## config.mk

```make
export PLATFORM = sky130hd
export DESIGN_NAME = adrc_ctrl
export DESIGN_NICKNAME = d
export VERILOG_FILES = /design/src/sv/adrc_pkg.sv /design/src/sv/adrc_ctrl.sv
export SDC_FILE = /design/constraint.sdc
export NUM_CORES = 1
export LEC_CHECK = 0
export BUFFER_PORTS_ARGS = -buffer_cell sky130_fd_sc_hd__buf_4
export CORE_UTILIZATION = 45
export CTS_CLUSTER_DIAMETER = 100
export DETAILED_ROUTE_END_ITERATION = 10
export PLACE_DENSITY = 0.67
export SYNTH_ARGS = -nofsm -noshare
export SYNTH_HDL_FRONTEND = slang
export SYNTH_SLANG_ARGS = --single-unit
```

## constraint.sdc

```tcl
create_clock -name clk -period 3.4 [get_ports clk]
set_input_delay 0.51 -clock clk [delete_from_list [all_inputs] [get_ports clk]]
set_output_delay 0.51 -clock clk [all_outputs]
set_load 0.02 [all_outputs]
```

## src/sv/adrc_pkg.sv

```systemverilog
// ----------------------------------------------------------------------------
// adrc_pkg
// Shared types, constants and elaboration-time helpers for the compressor.
// ----------------------------------------------------------------------------
`default_nettype none

package adrc_pkg;

    // default geometry
    localparam int SAMPLE_BITS     = 16;
    localparam int GAIN_TABLE_BITS = 10;
    localparam int STEP_BITS       = 4;
    localparam int CFG_ADDR_BITS   = 4;

    // register reset values
    localparam logic signed [15:0] THRESHOLD_RESET = -16'sd5120;
    localparam logic [16:0]        INV_RATIO_RESET = 17'd16384;
    localparam logic [23:0]        ATTACK_RESET    = 24'd16431309;
    localparam logic [23:0]        RELEASE_RESET   = 24'd16773721;

    // arithmetic constants
    localparam logic [16:0]        RATIO_ONE    = 17'd65536;
    localparam logic [24:0]        COEF_ONE     = 25'd16777216;
    localparam logic [14:0]        DB_FLOOR_MAG = 15'd20480;
    localparam logic signed [15:0] DB_FLOOR     = -16'sd20480;
    localparam logic [17:0]        DB_PER_OCT   = 18'd197283;
    localparam logic [21:0]        OCT_PER_DB   = 22'd2786635;

    // register map
    typedef enum logic [1:0] {
        REG_THRESHOLD,
        REG_INV_RATIO,
        REG_ATTACK,
        REG_RELEASE
    } adrc_reg_t;

    typedef struct packed {
        logic signed [15:0] threshold_db;
        logic [16:0]        inverse_ratio;
        logic [23:0]        attack_coef;
        logic [23:0]        release_coef;
    } adrc_cfg_t;

    // datapath operations
    typedef enum logic [3:0] {
        OP_NONE,
        OP_LOAD,
        OP_SQUARE,
        OP_ENV_A,
        OP_ENV_B,
        OP_NORM,
        OP_LOG,
        OP_LEVEL,
        OP_GAIN,
        OP_OCT,
        OP_EXP,
        OP_SHIFT,
        OP_EMIT
    } adrc_op_t;

    typedef struct packed {
        adrc_op_t               op;
        logic [STEP_BITS-1:0]   step;
    } adrc_cmd_t;

    // truncating integer square root, used only on constants
    function automatic logic [63:0] isqrt64(input logic [63:0] v);
        logic [63:0] rem;
        logic [63:0] res;
        logic [63:0] bitv;
        rem  = v;
        res  = 64'd0;
        bitv = 64'd1 << 62;
        for (int j = 0; j < 32; j++)
        begin
            if (rem >= res + bitv)
            begin
                rem = rem - (res + bitv);
                res = (res >> 1) + bitv;
            end
            else
            begin
                res = res >> 1;
            end
            bitv = bitv >> 2;
        end
        return res;
    endfunction

    // 2^(-2^-idx) in Q1.30, built by the truncating root chain
    function automatic logic [31:0] exp_coef(input int idx);
        logic [63:0] c;
        c = isqrt64(64'd1 << 59);
        for (int j = 2; j <= idx; j++)
        begin
            c = isqrt64(c << 30);
        end
        return c[31:0];
    endfunction

endpackage

`default_nettype wire

```

## src/sv/adrc_ctrl.sv

```systemverilog
// ----------------------------------------------------------------------------
// adrc_ctrl
// Sequencer stepping the datapath through one sample and owning handshakes.
// ----------------------------------------------------------------------------
`default_nettype none

module adrc_ctrl #(
    parameter int GainTableBits = adrc_pkg::GAIN_TABLE_BITS
) (
    input  logic                clk,
    input  logic                rst_n,
    input  logic                in_valid,
    output logic                in_ready,
    output logic                out_valid,
    input  logic                out_ready,
    output adrc_pkg::adrc_cmd_t cmd
);
    import adrc_pkg::*;

    typedef enum logic [3:0] {
        S_IDLE,
        S_SQUARE,
        S_ENV_A,
        S_ENV_B,
        S_NORM,
        S_LOG,
        S_LEVEL,
        S_GAIN,
        S_OCT,
        S_EXP,
        S_SHIFT,
        S_EMIT
    } state_t;

    localparam logic [STEP_BITS-1:0] NormLast = STEP_BITS'(4);
    localparam logic [STEP_BITS-1:0] LogLast  = STEP_BITS'(15);
    localparam logic [STEP_BITS-1:0] ExpLast  = STEP_BITS'(GainTableBits - 1);

    state_t               state_reg, state_next;
    logic [STEP_BITS-1:0] step_reg, step_next;
    logic                 out_valid_reg, out_valid_next;
    logic                 emit_ok;

    assign in_ready  = (state_reg == S_IDLE);
    assign out_valid = out_valid_reg;
    assign emit_ok   = !out_valid_reg || out_ready;

    // next state and command decode
    always_comb
    begin
        state_next     = state_reg;
        step_next      = step_reg;
        out_valid_next = out_valid_reg && !out_ready;
        cmd.op         = OP_NONE;
        cmd.step       = step_reg;
        case (state_reg)
            S_IDLE:
            begin
                if (in_valid)
                begin
                    cmd.op     = OP_LOAD;
                    state_next = S_SQUARE;
                end
            end
            S_SQUARE:
            begin
                cmd.op     = OP_SQUARE;
                state_next = S_ENV_A;
            end
            S_ENV_A:
            begin
                cmd.op     = OP_ENV_A;
                state_next = S_ENV_B;
            end
            S_ENV_B:
            begin
                cmd.op     = OP_ENV_B;
                step_next  = '0;
                state_next = S_NORM;
            end
            S_NORM:
            begin
                cmd.op = OP_NORM;
                if (step_reg == NormLast)
                begin
                    step_next  = '0;
                    state_next = S_LOG;
                end
                else
                begin
                    step_next = step_reg + 1'b1;
                end
            end
            S_LOG:
            begin
                cmd.op = OP_LOG;
                if (step_reg == LogLast)
                begin
                    step_next  = '0;
                    state_next = S_LEVEL;
                end
                else
                begin
                    step_next = step_reg + 1'b1;
                end
            end
            S_LEVEL:
            begin
                cmd.op     = OP_LEVEL;
                state_next = S_GAIN;
            end
            S_GAIN:
            begin
                cmd.op     = OP_GAIN;
                state_next = S_OCT;
            end
            S_OCT:
            begin
                cmd.op     = OP_OCT;
                step_next  = '0;
                state_next = S_EXP;
            end
            S_EXP:
            begin
                cmd.op = OP_EXP;
                if (step_reg == ExpLast)
                begin
                    step_next  = '0;
                    state_next = S_SHIFT;
                end
                else
                begin
                    step_next = step_reg + 1'b1;
                end
            end
            S_SHIFT:
            begin
                cmd.op     = OP_SHIFT;
                state_next = S_EMIT;
            end
            S_EMIT:
            begin
                // wait until the output register is free
                if (emit_ok)
                begin
                    cmd.op         = OP_EMIT;
                    out_valid_next = 1'b1;
                    state_next     = S_IDLE;
                end
            end
            default:
            begin
                state_next = S_IDLE;
            end
        endcase
    end

    // state and registered outputs
    always_ff @(posedge clk or negedge rst_n)
    begin
        if (!rst_n)
        begin
            state_reg     <= S_IDLE;
            step_reg      <= '0;
            out_valid_reg <= 1'b0;
        end
        else
        begin
            state_reg     <= state_next;
            step_reg      <= step_next;
            out_valid_reg <= out_valid_next;
        end
    end

endmodule

`default_nettype wire

```

## After elaboration in Yosys (flattened, before gate mapping)

Index checks and enable logic that the tools add are counted.

| word-level totals | value |
|---|---|
| bits in registers | 9 |
| word-level logic and storage cells | 46 |

| cells by class | value |
|---|---|
| $add $sub $neg | 1 |
| equality and inequality tests | 19 |
| multiplexer cells | 15 |
| reduce and logical (&&, ||, !) cells | 8 |

Operators by type and width:

| kind | number |
|---|---|
| $pmux W4 S12 | 2 |
| $mux W4 | 9 |
| $eq A4 B4 Y1 const B | 6 |
| $eq A4 B3 Y1 const B | 5 |
| $pmux W4 S4 | 1 |
| $ne A2 B2 Y1 const B | 5 |
| $eq A4 B2 Y1 const B | 2 |
| $reduce_and A5 Y1 | 1 |
| $add A4 B1 Y4 const B | 1 |
| $eq A4 B1 Y1 const B | 1 |
| $logic_not A4 Y1 | 1 |
| $reduce_bool A4 Y1 | 1 |
| $mux W1 | 3 |
| $logic_not A1 Y1 | 2 |
| $reduce_or A2 Y1 | 1 |
| $logic_and A1 B1 Y1 | 1 |
| $logic_or A1 B1 Y1 | 1 |

## Depth between registers and ports, before layout

| logic depth | value |
|---|---|
| depth after elaboration | 4 |
| gate-level depth with buffers | 6 |

## Worst setup path after synthesis

OpenSTA, ideal clock, no wires.

| timing | value |
|---|---|
| kind | register to output |
| start | reg state_reg[2] |
| end | out in_ready |
| data arrival time | 1.285 ns |
| required time | 2.890 ns |
| slack | 1.605 ns |
| stages on the path, launching flop included | 3 |
| buffers on the path | 1 |
| path through | dfrtp_1 -> buf_4 -> nor4_1 |

| between the ends | value |
|---|---|
| word-level cells in the longest chain between the ends | 1 |

Ends and longest elaborated chain:

| what | RTL line | source |
|---|---|---|
| from (decl) | adrc_ctrl.sv:39 | `state_t state_reg, state_next;` |
| from (signal assigned) | adrc_ctrl.sv:169 | `state_reg <= state_next;` |
| $logic_not A4 Y1 | adrc_ctrl.sv:44 | `assign in_ready = (state_reg == S_IDLE);` |
| to (decl) | adrc_ctrl.sv:13 | `output logic in_ready,` |

No other way between the ends.

==> flow_summary_export.csv <==
group,metric,value,unit
timing,worst_pin_slew,0.498,ns
worst_setup_path,path_cells,"nor4_1 > a211oi_1 > buf_4",
yosys,ys_ff_latch,9,
yosys,yosysTopAreaCell,"dfrtp_1",
floorplan,die_h,41.7,µm
cells_and_area,utilization,0.599,
timing,slew-limit-headroom,0.666,
pwr,p_total,0.000839,W
cells_and_area,num_antenna_cells,0,
yosys,netlist_area,711,µm²
yosys,synthSimpleGateAreaFrac,0.313,
floorplan,die_w,41.7,µm
detailed_routing,dr.pass1.iters,4,
placed_design,place.gp.congestion,0.763,
yosys,yosysTopAreaCellShare,0.317,
floorplan,core_region_area,1380,µm²
worst_setup_path,worstPathArrival,1.48,ns
global_routing,antenna_found_initial,0,
clock_network,insertion_delay,0.26,ns
detailed_routing,drtIter0Drc,7,
timing,period_share,0.585,
cells_and_area,fill_cells,121,
worst_setup_path,crit_slowest_cell,"dfrtp_1",
timing,hold_violations,0,
worst_setup_path,reg2reg_slack,1.65,ns
clock_network,h-tree-depth,1,
worst_setup_path,end_kind,"output port",
yosys,synth.distinct_cells,39,
global_routing,gr-total-overflow,0,
yosys,synth_area_leaders,"dfrtp_1 32%, ha_1 5.3%, and4bb_1 3.5%",
clock_network,cts_buffer_depth,2,
worst_setup_path,path_class,"register to output port",
worst_setup_path,worstSetupStartpoint,"state_reg[2]$_DFFE_PN0P_",
worst_setup_path,r2r-end,"step_reg[3]$_DFFE_PN0P_",
yosys,synth-seq-area-share,0.317,
min_path,hold_class,"input pin to asynchronous set/reset pin",
floorplan,initial_utilization,0.514,
detailed_routing,wirelength,1440,µm
timing,rsz0062_at_grt,"no",
worst_setup_path,critPathMaxFanout,14,
worst_setup_path,reg2reg_depth,4,
timing,setup_tns,0,ns
cells_and_area,syn2layout_area_growth,16.5,%
yosys,synth_nets,85,
pwr,power.density,1010,nW/µm²
yosys,synth_xor_xnor_area_share,0.0246,
yosys,synth_compound_area_frac,0.231,
yosys,synthAdderAreaFrac,0.0528,
cells_and_area,nets,99,
clock_network,path_clk_slew,0.07,ns
pwr,power.leakage,0.371,nW
yosys,synth_top_family_by_area,"simple AND/OR/NAND/NOR gates",
timing,setup_viol,0,
yosys,yosysWarnings,0,
timing,drv_slew,0,
global_routing,grt_usage,0.176,
placed_design,hpwl,1100,µm
global_routing,grt_max_degree,15,
worst_setup_path,slowest_delay,0.53,ns
floorplan,io_pins,14,
timing,hold_ws,0.0589,ns
clock_network,cts_made_buffers,3,
clock_network,numClockSinks,9,
worst_setup_path,worstPathRequired,2.89,ns
worst_setup_path,worst_r2r_startpoint,"state_reg[2]$_DFFE_PN0P_",
detailed_routing,dr_total_vias,632,
clock_network,ctsResizeCount,0,
worst_setup_path,cp-start-kind,"register",
flow_run,maxCapViolCount,0,
clock_network,cts_hold_buf,0,
detailed_routing,vias_per_cell,5.96,
detailed_routing,wl_per_cell,13.6,µm
detailed_routing,route.detailed.drc,0,
global_routing,grt_pass1_wl,2370,µm
placed_design,numPortBuffers,13,
clock_network,post_cts_buffers,0,
pwr,peakVddDrop,0.000423,V
cells_and_area,drive_above_1_share,0.275,
detailed_routing,ant_nets,0,
floorplan,rows,13,
yosys,syn_area_per_cell,9.11,µm²
yosys,synth_mux_area_frac,0,
global_routing,grt_pass1_vias,527,
clock_network,cts_tree,"yes",
timing,clock.fmax,0.503,GHz
status,status,"finished clean",
timing,fin_skew,0.0108,ns
clock_network,cts_root_buf,"clkbuf_4",
timing,period_needed,1.99,ns
yosys,synth_cells,78,
floorplan,dieArea,1740,µm²
## worst max-delay path: cells and delay by family (launching register included)
family | cells | cell delay (ns)
flops | 1 | 0.53
simple gates | 1 | 0.42
buf+inv | 1 | 0.18
compound gates | 1 | 0.09
## cell usage in the layout, fill, tap and decap left out, types with 2 or more instances in the layout
master,synthesis,final
o31ai_2,2,2
nor3_1,3,3
clkbuf_4,0,3
and4bb_1,2,2
o22ai_1,3,3
o31ai_1,2,2
nor2_1,5,5
o21ai_0,2,2
nand2_1,5,5
buf_4,2,13
dfrtp_1,9,9
ha_1,3,3
and2_1,2,2
inv_1,4,4
nor4_1,3,3
xnor2_1,2,2
a21o_1,2,2
nand2b_1,4,4
## stage by stage
stage	setup WS (ns)	area, µm²	std cells
after global routing	1.31	828	106
after CTS	1.43	828	106
after global placement	1.69	802	102
after detailed placement	1.66	802	102
after floorplan	1.60	711	78
final	1.41	828	106
## worst max-delay path by stage
stage | to | slack [ns]
2_1_floorplan | in_ready | 1.60
3_3_place_gp | cmd[6] | 1.69
3_5_place_dp | cmd[6] | 1.66
4_1_cts | cmd[4] | 1.43
5_1_grt | cmd[6] | 1.31
6_report | cmd[4] | 1.41
## cell type report
type                       instances  area, µm²  area share
multi-input combinational         60        442       0.533
clock buffer                       4       26.3      0.0317
tap                               15       18.8      0.0227
sequential                         9        225       0.272
timing repair buffer              13       97.6       0.118
inverter                           5       18.8      0.0227
## synthesized netlist by cell type, drive strengths merged
library cell and n:
buf 4, nand3 1, a21o 2, and3b 1, o21ai 2, o22ai 3
or2b 1, or4 1, o311ai 1, dfrtp 9, a221oi 1, nor3 4
nor3b 2, and4bb 2, nand2b 4, nor2 5, o32a 1, nand3b 1
nor4 3, a21oi 2, o31ai 4, a211oi 1, o21a 1, o41ai 1
and2 3, nand4 1, ha 3, inv 5, nand2 5, a21boi 1
or2 1, xnor2 2
## cells by family (layout without fill, tap and decap cells)
| logic type | after synthesis | in the layout |
|---|---|---|
| flops | 9 | 9 |
| compound gates | 20 | 20 |
| buf+inv | 9 | 22 |
| fa+ha+maj | 3 | 3 |
| xor+xnor | 2 | 2 |
| simple gates | 35 | 35 |
## routing by layer
| metal | global-route usage | part of all wire | up-vias |
|---|---|---|---|
| li1 | - | - | 317 |
| met1 | 0.247 | 0.51 | 299 |
| met2 | 0.256 | 0.45 | 14 |
| met3 | 0.0261 | 0.032 | 2 |
| met4 | 0.0968 | 0.0083 | 0 |
| met5 | 0 | 0 | - |
## report_power, final
group	internal, W	leakage, nW	total [W]	switching (W)
sequential	0.000150	0.108	0.000237	0.0000869
clock	0.0000451	0.0150	0.0000811	0.0000360
combinational	0.000238	0.248	0.000521	0.000283
total	0.000433	0.371	0.000839	0.000406
Note: power is estimated with default switching activity, not from simulation.
