[src/sv/adrc_pkg.sv]
// ----------------------------------------------------------------------------
// adrc_pkg
// Shared types, constants and elaboration-time helpers for the compressor.
// ----------------------------------------------------------------------------
`default_nettype none

package adrc_pkg;

    // default geometry
    localparam int SAMPLE_BITS     = 16;
    localparam int GAIN_TABLE_BITS = 10;
    localparam int STEP_BITS       = 4;
    localparam int CFG_ADDR_BITS   = 4;

    // register reset values
    localparam logic signed [15:0] THRESHOLD_RESET = -16'sd5120;
    localparam logic [16:0]        INV_RATIO_RESET = 17'd16384;
    localparam logic [23:0]        ATTACK_RESET    = 24'd16431309;
    localparam logic [23:0]        RELEASE_RESET   = 24'd16773721;

    // arithmetic constants
    localparam logic [16:0]        RATIO_ONE    = 17'd65536;
    localparam logic [24:0]        COEF_ONE     = 25'd16777216;
    localparam logic [14:0]        DB_FLOOR_MAG = 15'd20480;
    localparam logic signed [15:0] DB_FLOOR     = -16'sd20480;
    localparam logic [17:0]        DB_PER_OCT   = 18'd197283;
    localparam logic [21:0]        OCT_PER_DB   = 22'd2786635;

    // register map
    typedef enum logic [1:0] {
        REG_THRESHOLD,
        REG_INV_RATIO,
        REG_ATTACK,
        REG_RELEASE
    } adrc_reg_t;

    typedef struct packed {
        logic signed [15:0] threshold_db;
        logic [16:0]        inverse_ratio;
        logic [23:0]        attack_coef;
        logic [23:0]        release_coef;
    } adrc_cfg_t;

    // datapath operations
    typedef enum logic [3:0] {
        OP_NONE,
        OP_LOAD,
        OP_SQUARE,
        OP_ENV_A,
        OP_ENV_B,
        OP_NORM,
        OP_LOG,
        OP_LEVEL,
        OP_GAIN,
        OP_OCT,
        OP_EXP,
        OP_SHIFT,
        OP_EMIT
    } adrc_op_t;

    typedef struct packed {
        adrc_op_t               op;
        logic [STEP_BITS-1:0]   step;
    } adrc_cmd_t;

    // truncating integer square root, used only on constants
    function automatic logic [63:0] isqrt64(input logic [63:0] v);
        logic [63:0] rem;
        logic [63:0] res;
        logic [63:0] bitv;
        rem  = v;
        res  = 64'd0;
        bitv = 64'd1 << 62;
        for (int j = 0; j < 32; j++)
        begin
            if (rem >= res + bitv)
            begin
                rem = rem - (res + bitv);
                res = (res >> 1) + bitv;
            end
            else
            begin
                res = res >> 1;
            end
            bitv = bitv >> 2;
        end
        return res;
    endfunction

    // 2^(-2^-idx) in Q1.30, built by the truncating root chain
    function automatic logic [31:0] exp_coef(input int idx);
        logic [63:0] c;
        c = isqrt64(64'd1 << 59);
        for (int j = 2; j <= idx; j++)
        begin
            c = isqrt64(c << 30);
        end
        return c[31:0];
    endfunction

endpackage

`default_nettype wire

[src/sv/adrc_regs.sv]
// ----------------------------------------------------------------------------
// adrc_regs
// APB register file holding threshold, ratio and smoothing coefficients.
// ----------------------------------------------------------------------------
`default_nettype none

module adrc_regs (
    input  logic                              clk,
    input  logic                              rst_n,
    input  logic                              psel,
    input  logic                              penable,
    input  logic                              pwrite,
    input  logic [adrc_pkg::CFG_ADDR_BITS-1:0] paddr,
    input  logic [31:0]                       pwdata,
    output logic [31:0]                       prdata,
    output adrc_pkg::adrc_cfg_t               cfg
);
    import adrc_pkg::*;

    adrc_cfg_t cfg_reg;
    adrc_reg_t sel;
    logic      wr_en;

    assign sel   = adrc_reg_t'(paddr[3:2]);
    assign wr_en = psel & penable & pwrite;
    assign cfg   = cfg_reg;

    // register writes
    always_ff @(posedge clk or negedge rst_n)
    begin
        if (!rst_n)
        begin
            cfg_reg.threshold_db  <= THRESHOLD_RESET;
            cfg_reg.inverse_ratio <= INV_RATIO_RESET;
            cfg_reg.attack_coef   <= ATTACK_RESET;
            cfg_reg.release_coef  <= RELEASE_RESET;
        end
        else if (wr_en)
        begin
            case (sel)
                REG_THRESHOLD: cfg_reg.threshold_db  <= pwdata[15:0];
                REG_INV_RATIO: cfg_reg.inverse_ratio <= pwdata[16:0];
                REG_ATTACK:    cfg_reg.attack_coef   <= pwdata[23:0];
                REG_RELEASE:   cfg_reg.release_coef  <= pwdata[23:0];
                default:       cfg_reg.release_coef  <= cfg_reg.release_coef;
            endcase
        end
    end

    // read mux
    always_comb
    begin
        case (sel)
            REG_THRESHOLD: prdata = {16'd0, cfg_reg.threshold_db};
            REG_INV_RATIO: prdata = {15'd0, cfg_reg.inverse_ratio};
            REG_ATTACK:    prdata = {8'd0, cfg_reg.attack_coef};
            REG_RELEASE:   prdata = {8'd0, cfg_reg.release_coef};
            default:       prdata = 32'd0;
        endcase
    end

endmodule

`default_nettype wire

[config.mk]
export PLATFORM = sky130hd
export DESIGN_NAME = adrc_regs
export DESIGN_NICKNAME = d
export VERILOG_FILES = /design/src/sv/adrc_pkg.sv /design/src/sv/adrc_regs.sv
export SDC_FILE = /design/constraint.sdc
export NUM_CORES = 1
export LEC_CHECK = 0
export ABC_CLOCK_PERIOD_IN_PS = 3860
export BUFFER_PORTS_ARGS = -buffer_cell sky130_fd_sc_hd__clkbuf_2
export CAP_MARGIN = 10
export CORE_MARGIN = 2
export CORE_UTILIZATION = 52
export DETAILED_ROUTE_END_ITERATION = 16
export PLACE_DENSITY_LB_ADDON = 0.1
export SYNTH_ARGS = -nofsm -noshare
export SYNTH_HDL_FRONTEND = slang
export SYNTH_SLANG_ARGS = --single-unit
[constraint.sdc]
create_clock -name clk -period 3.86 [get_ports clk]
set_input_delay 0.772 -clock clk [delete_from_list [all_inputs] [get_ports clk]]
set_output_delay 0.772 -clock clk [all_outputs]
set_load 0.02 [all_outputs]
### Word level (Yosys, flattened, before mapping)

Cells that the tools add are included.

* flip-flop bits (word level): 81
* bits in latches: 0
* bits in writable memories: 0
* memory bits (read-only): 0
* input bits: 41
* word-level logic and storage cells: 15
* memories kept: 0

* add/subtract/negate cells: 0
* multipliers: 0
* div/mod/pow operators: 0
* $lt $le $gt $ge: 0
* eq/ne operators: 3
* shifts and indexed selects: 0
* mux-type cells: 1
* bitwise gates (word level): 2
* reduce and logical (&&, ||, !) cells: 5

Operators by type and width (number)
* case mux 32 bit (4 select lines): 1
* AND reduction 2 bit: 4
* == test 2 bit (second input constant): 2
* bitwise AND 1 bit: 2
* == test 2 x 1 -> 1 bit (second input constant): 1
* logical NOT 2 bit: 1

### Longest topological paths before layout

Gate-level depths: netlist (run 1).

* word-level depth: 3
* gate-level depth with buffers: 6
* mapped depth without buffers: 3

### Least setup slack after synthesis (run 1)

No wires, ideal clock.

* kind: input -> output
* start point: input port paddr[2] (netlist name)
* end point: output port prdata[0]
* data arrival time: 1.803 ns
* path slack: 1.285 ns
* cell stages on the path: 3
* path buffers: 2
* cells stage by stage: buf_6 buf_2 mux4_2

* cells in the longest elaborated chain, start to end: 2

Ends and longest elaborated chain
* from (decl): line adrc_regs.sv:13 `input logic [adrc_pkg::CFG_ADDR_BITS-1:0] paddr,`
* == test 2 bit (tied with other cells): line adrc_regs.sv:53 `case (sel)`
* case mux 32 bit (4 select lines) (*): line adrc_regs.sv:53
* to (decl): line adrc_regs.sv:15 `output logic [31:0] prdata,`

Every way passes the cells marked *; elsewhere a longest branch is shown, timed or not. The select of a mux whose other input is x is not followed.

### Worst setup path in the final report (run 1)

* start point: input port paddr[2] (netlist name)
* end point: output port prdata[10]

The elaborated chain is that of the path after synthesis.

==> results.toml, run 1 <==
[clock_network]
cts_buffer_depth = 2
post_cts_buffers = 0
clk_pin_slew_ns = 0.07
worstSkewPairLatency_ns = 0.34
cts_max_level = 3
cts_tree = "built"
cts_root_buffer = "clkbuf_8"
cts_hold_buf = 0
clock_sinks = 81
cts-buffers-inserted = 9
cts_resized = 0

[setup_path]
cp_common_cell = "clkbuf_2"
path_delay_family = "buffers and inverters"
cp_slowest_cell = "mux4_1"
r2r-start = "cfg[5]"
critPathMaxStageDelay_ns = 0.64
worstPathCellList = "clkbuf_2 > mux4_1 > clkbuf_2"
path_buf_inv = 2
worst_ep_arrival_time_ns = 2.21
critPathRequiredTime_ns = 3.09
crit_start = "paddr[2]"
timing.critical_path.to_type = "output pin"
start_kind = "input port"
path_max_fanout = 21
crit_type = "in2out"

[job]
cap_violations = 0

[placed_design]
dpl.hpwl_mm = 5.31
gp_congestion = 0.748
port-buffer-count = 135

[synthesis]
yosys_warnings = 0
synth_area_leaders = "dfrtp_1 (29%), dfstp_2 (27%), mux2_2 (22%), mux4_2 (8.5%), mux2_4 (4.0%)"
synth_edf_count = 0
seq_area_frac_synth_pct = 55.6
ys_types = 22
synthCells = 226
synth_top_cell_by_area = "dfrtp_1"
ys_async_sr_fraction_pct = 100
netlist_area_mm2 = 0.00373
synth.top_cell.area_share_pct = 28.8
synthFlopType = "dfrtp_1"
avgSynthCellArea_um2 = 16.5
ys_ff_latch = 81

[route]
avgRoutedWirePerCell_um = 16.8
routed_via_density = 5.19
drc = 0
drt_iter0_drc = 89
drt_wl_total_mm = 7.81
vias = 2407
dr.pass1.iters = 6
ant_nets = 0

[global_routing]
antenna_found_initial = 0
grt_pass1_vias = 2269
grt_use_total_pct = 19.8
grt_max_degree = 82
grt_pass1_wl_mm = 11.6
gr-total-overflow = 0

[timing]
slew_viol_final = 0
hold_viol = 0
period_share_pct = 77.2
timing.hold.ws_ns = 0.535
timing.setup.tns_ns = 0
fmax_mhz = 336
fin_crit_ns = 2.98
setup_viol_count_final = 0
rsz0062_at_grt = "false"
skew_ns = 0
tightest_slew_ns = 1.08
relSlewSlack_pct = 28.2

[final_layout]
layout_commonest_cell = "clkbuf_2"
nNetsFinal = 404
largest_reg_flops = 81
n_antenna_cell = 0
final_cell_mix = "clkbuf_2 (134), mux2_2 (72), dfrtp_1 (43)"
drive_above_1_share_pct = 79.6
syn2layout_area_growth_pct = 25.1

[power_and_ir_drop]
powerDensity_mw_per_mm2 = 624
ir_worst_vdd_v = 0.000309
p_leak_nw = 2.25

[die]
dieArea_mm2 = 0.00787
fp.dieW_um = 88.7
num_rows = 30
die_h_um = 88.7
initial_utilization_pct = 54.3
core_area_mm2 = 0.00687
pin_count = 154

[run_status]
status = "finished, final reports clean"

[hold_path]
hp-class = "reg2reg"
min-delay-start = "cfg[66]"
-- synthesized netlist by cell type (all sizes together), types with 2 or more instances --
library cell,number
buf,20
mux4,16
clkbuf,2
dfrtp,43
nor2b,7
mux2,82
mux2i,7
nand2,2
dfstp,38
-- power by group --
part,switching [mW],internal [mW]
combinational,0.550,0.421
clock,0.291,0.381
sequential,0.153,1.12
-- layer usage --
layer,up-vias,share of wire (%),GRT usage (%)
met2,89,49,30.5
met3,6,5.4,3.82
li1,1081,-,-
met4,0,0.74,7.85
met5,-,0,0
met1,1231,44,27.8
-- path summary, 6_finish.rpt --
| check | endpoint | slack (ns) | depth (start not counted) |
|---|---|---|---|
| max | prdata[10] | 0.88 | 3 |
| min in group asynchronous | cfg[59] | 0.58 | 1 |
| max reg2reg | cfg[5] | 3.07 | 1 |
| max in group asynchronous | cfg[38] | 2.63 | 1 |
| min reg2reg | cfg[66] | 0.54 | 1 |
| min | cfg[66] | 0.54 | 1 |
-- cell type report --
cell class              instances  area [um2]
clock buffers                  11         141
clock inverters                 5        80.1
fillers                       542        2200
inverters                       1        3.75
multi-input cells             129        1530
flip-flops and latches         81        2070
well taps                      96         120
repair buffers                141         723
-- through the flow --
step           instance area (um2)  utilization (%)  std cells  power (mW)  setup slack [ns]
2_1_floorplan                 3760                -        233        1.91              1.29
3_3_place_gp                  4450             64.7        448        2.24             0.851
3_5_place_dp                  4450             64.7        448        2.26             0.861
4_1_cts                       4670             68.0        464        2.94             0.862
5_1_grt                       4670             68.0        464        3.06             0.789
6_report                      4670             68.0        464        2.91             0.880
-- cells by family (layout without fill, tap and decap cells) --
kind of cell | count (synthesis) | in the layout | share of synthesized area, %
AO/OA/AOI/OAI | 1 | 1 | 0.134
flip-flops | 81 | 81 | 55.6
buffers and inverters | 23 | 158 | 4.29
multiplexers | 105 | 105 | 37.5
AND/OR/NAND/NOR | 15 | 15 | 2.38
other | 1 | 8 | 0.101
No activity file was read; power rests on OpenSTA's default activity.
==> run 2, diff against run 1 <==
--- a/config.mk
+++ b/config.mk
@@ -5,11 +5,11 @@
 export SDC_FILE = /design/constraint.sdc
 export NUM_CORES = 1
 export LEC_CHECK = 0
-export ABC_CLOCK_PERIOD_IN_PS = 3860
+export ABC_CLOCK_PERIOD_IN_PS = 2700
 export BUFFER_PORTS_ARGS = -buffer_cell sky130_fd_sc_hd__clkbuf_2
 export CAP_MARGIN = 10
 export CORE_MARGIN = 2
-export CORE_UTILIZATION = 52
+export CORE_UTILIZATION = 43
 export DETAILED_ROUTE_END_ITERATION = 16
 export PLACE_DENSITY_LB_ADDON = 0.1
 export SYNTH_ARGS = -nofsm -noshare
==> constraint.sdc (replaced) <==
create_clock -name clk -period 2.7 [get_ports clk]
set_input_delay 0.54 -clock clk [delete_from_list [all_inputs] [get_ports clk]]
set_output_delay 0.54 -clock clk [all_outputs]
set_load 0.02 [all_outputs]
==> results.toml, run 2 (synthesis gave the netlist of run 1 again) <==
[placed_design]
dpl.hpwl_mm = 5.67
port-buffer-count = 135
gp_congestion = 0.725
place_area_mm2 = 0.00451

[clock_network]
post_cts_buffers = 0
clk_pin_slew_ns = 0.09
cts_buffer_depth = 2
cts_root_buffer = "clkbuf_8"
clock_sinks = 81
cts_max_level = 3
cts_tree = "built"
cts-buffers-inserted = 9
cts_hold_buf = 0
worstSkewPairLatency_ns = 0.34
cts_resized = 0

[die]
num_rows = 33
core_area_mm2 = 0.00830
dieArea_mm2 = 0.00944
die_h_um = 97.2
fp.dieW_um = 97.2
pin_count = 154
initial_utilization_pct = 45.0

[global_routing]
gr-total-overflow = 0
grt_pass1_vias = 2408
grt_use_total_pct = 17.6
grt_max_degree = 49
antenna_found_initial = 0
grt_pass1_wl_mm = 13.1

[setup_path]
path_depth = 4
cp_slowest_cell = "mux4_2"
worst_ep_arrival_time_ns = 1.66
crit_start = "paddr[3]"
crit_type = "in2out"
timing.critical_path.to_type = "output pin"
path_delay_family = "buffers and inverters"
rr_endpoint = "cfg[53]"
r2r_cells = 1
path_buf_inv = 3
ff2ff_setup_slack_ns = 1.90
critPathRequiredTime_ns = 2.16
cp_common_cell = "clkbuf_2"
path_max_fanout = 21
worstPathCellList = "clkbuf_2 > buf_4 > mux4_2 > clkbuf_2"
critPathMaxStageDelay_ns = 0.37
r2r-start = "cfg[53]"
start_kind = "input port"
crit_path_end = "prdata[13]"

[hold_path]
hp-class = "in2async"

[timing]
fin_crit_ns = 2.20
rsz0062_at_grt = "false"
setup_viol_count_final = 0
period_share_pct = 81.5
fmax_mhz = 454
timing.setup.tns_ns = 0
slew_viol_final = 0
timing.hold.ws_ns = 0.125
skew_ns = 0
hold_viol = 0

[final_layout]
drive_above_1_share_pct = 79.8
largest_reg_flops = 81
fillers = 715
final_cell_area_mm2 = 0.00472
layout_commonest_cell = "clkbuf_2"
nNetsFinal = 407
final_util_pct = 56.9
syn2layout_area_growth_pct = 26.5
n_antenna_cell = 0
final_cell_mix = "clkbuf_2 (134), mux2_2 (72), dfrtp_1 (43)"

[route]
ant_nets = 0
drc = 0
dr.pass1.iters = 4
avgRoutedWirePerCell_um = 17.2
drt_wl_total_mm = 8.19
drt_iter0_drc = 49
routed_via_density = 5.05
vias = 2406

[power_and_ir_drop]
powerDensity_mw_per_mm2 = 873
p_comb_share_pct = 33.9
switchingPower_mw = 1.44
p_int_mw = 2.68
seq_power_share_pct = 44.1
clockPowerShare_pct = 22.0
ir_worst_vdd_v = 0.000419
p_leak_nw = 2.28
switching_share_pct = 34.9

[run_status]
status = "finished, final reports clean"

[job]
cap_violations = 0
## run 2: cell count changes in the layout (fill, tap and decap cells not counted), sizes merged
cell and delta:
buf +3, bufinv -1, clkbuf +1, clkinv +1
clkinvlp -1
## run 2: metal layers
layer	share of wire [%]	track usage (%)	wire length, um	up-vias
met5	0	0	0	-
met4	1.3	5.96	106	0
met3	5.8	4.10	475	10
met2	49	27.0	4000	84
met1	44	24.8	3620	1220
li1	-	-	-	1092
## run 2: area by class of cell
type | count | area, um2 | share of cell area [%]
flip-flops and latches | 81 | 2070 | 44.0
multi-input cells | 129 | 1530 | 32.5
repair buffers | 144 | 771 | 16.3
clock buffers | 12 | 155 | 3.29
well taps | 105 | 131 | 2.78
clock inverters | 4 | 51.3 | 1.09
inverters | 1 | 3.75 | 0.0796
## run 2: stage by stage
stage / setup slack [ns] / instances / total power [mW]
floorplan: 0.589 / 233 / 2.74
global placement: 0.497 / 460 / 3.23
detailed placement: 0.475 / 460 / 3.26
CTS: 0.477 / 476 / 4.16
global route: 0.433 / 476 / 4.32
finish: 0.499 / 476 / 4.12
## run 2: how the worst min path moves through the flow
stage | startpoint | depth (start not counted) | endpoint | slack [ns]
2_1_floorplan | rst_n | 0 | cfg[10] | 0.24
3_3_place_gp | cfg[38] | 1 | cfg[38] | 0.51
3_5_place_dp | rst_n | 1 | cfg[59] | 0.52
4_1_cts | rst_n | 1 | cfg[59] | 0.14
5_1_grt | rst_n | 1 | cfg[59] | 0.15
6_report | rst_n | 1 | cfg[59] | 0.13
## run 2: power groups by stage
| stage | sequential (mW) | clock, mW | combinational (mW) |
|---|---|---|---|
| floorplan | 2.16 | 0 | 0.580 |
| global placement | 1.82 | 0 | 1.40 |
| detailed placement | 1.84 | 0 | 1.42 |
| CTS | 1.82 | 0.923 | 1.42 |
| global route | 1.86 | 0.974 | 1.49 |
| finish | 1.82 | 0.906 | 1.40 |
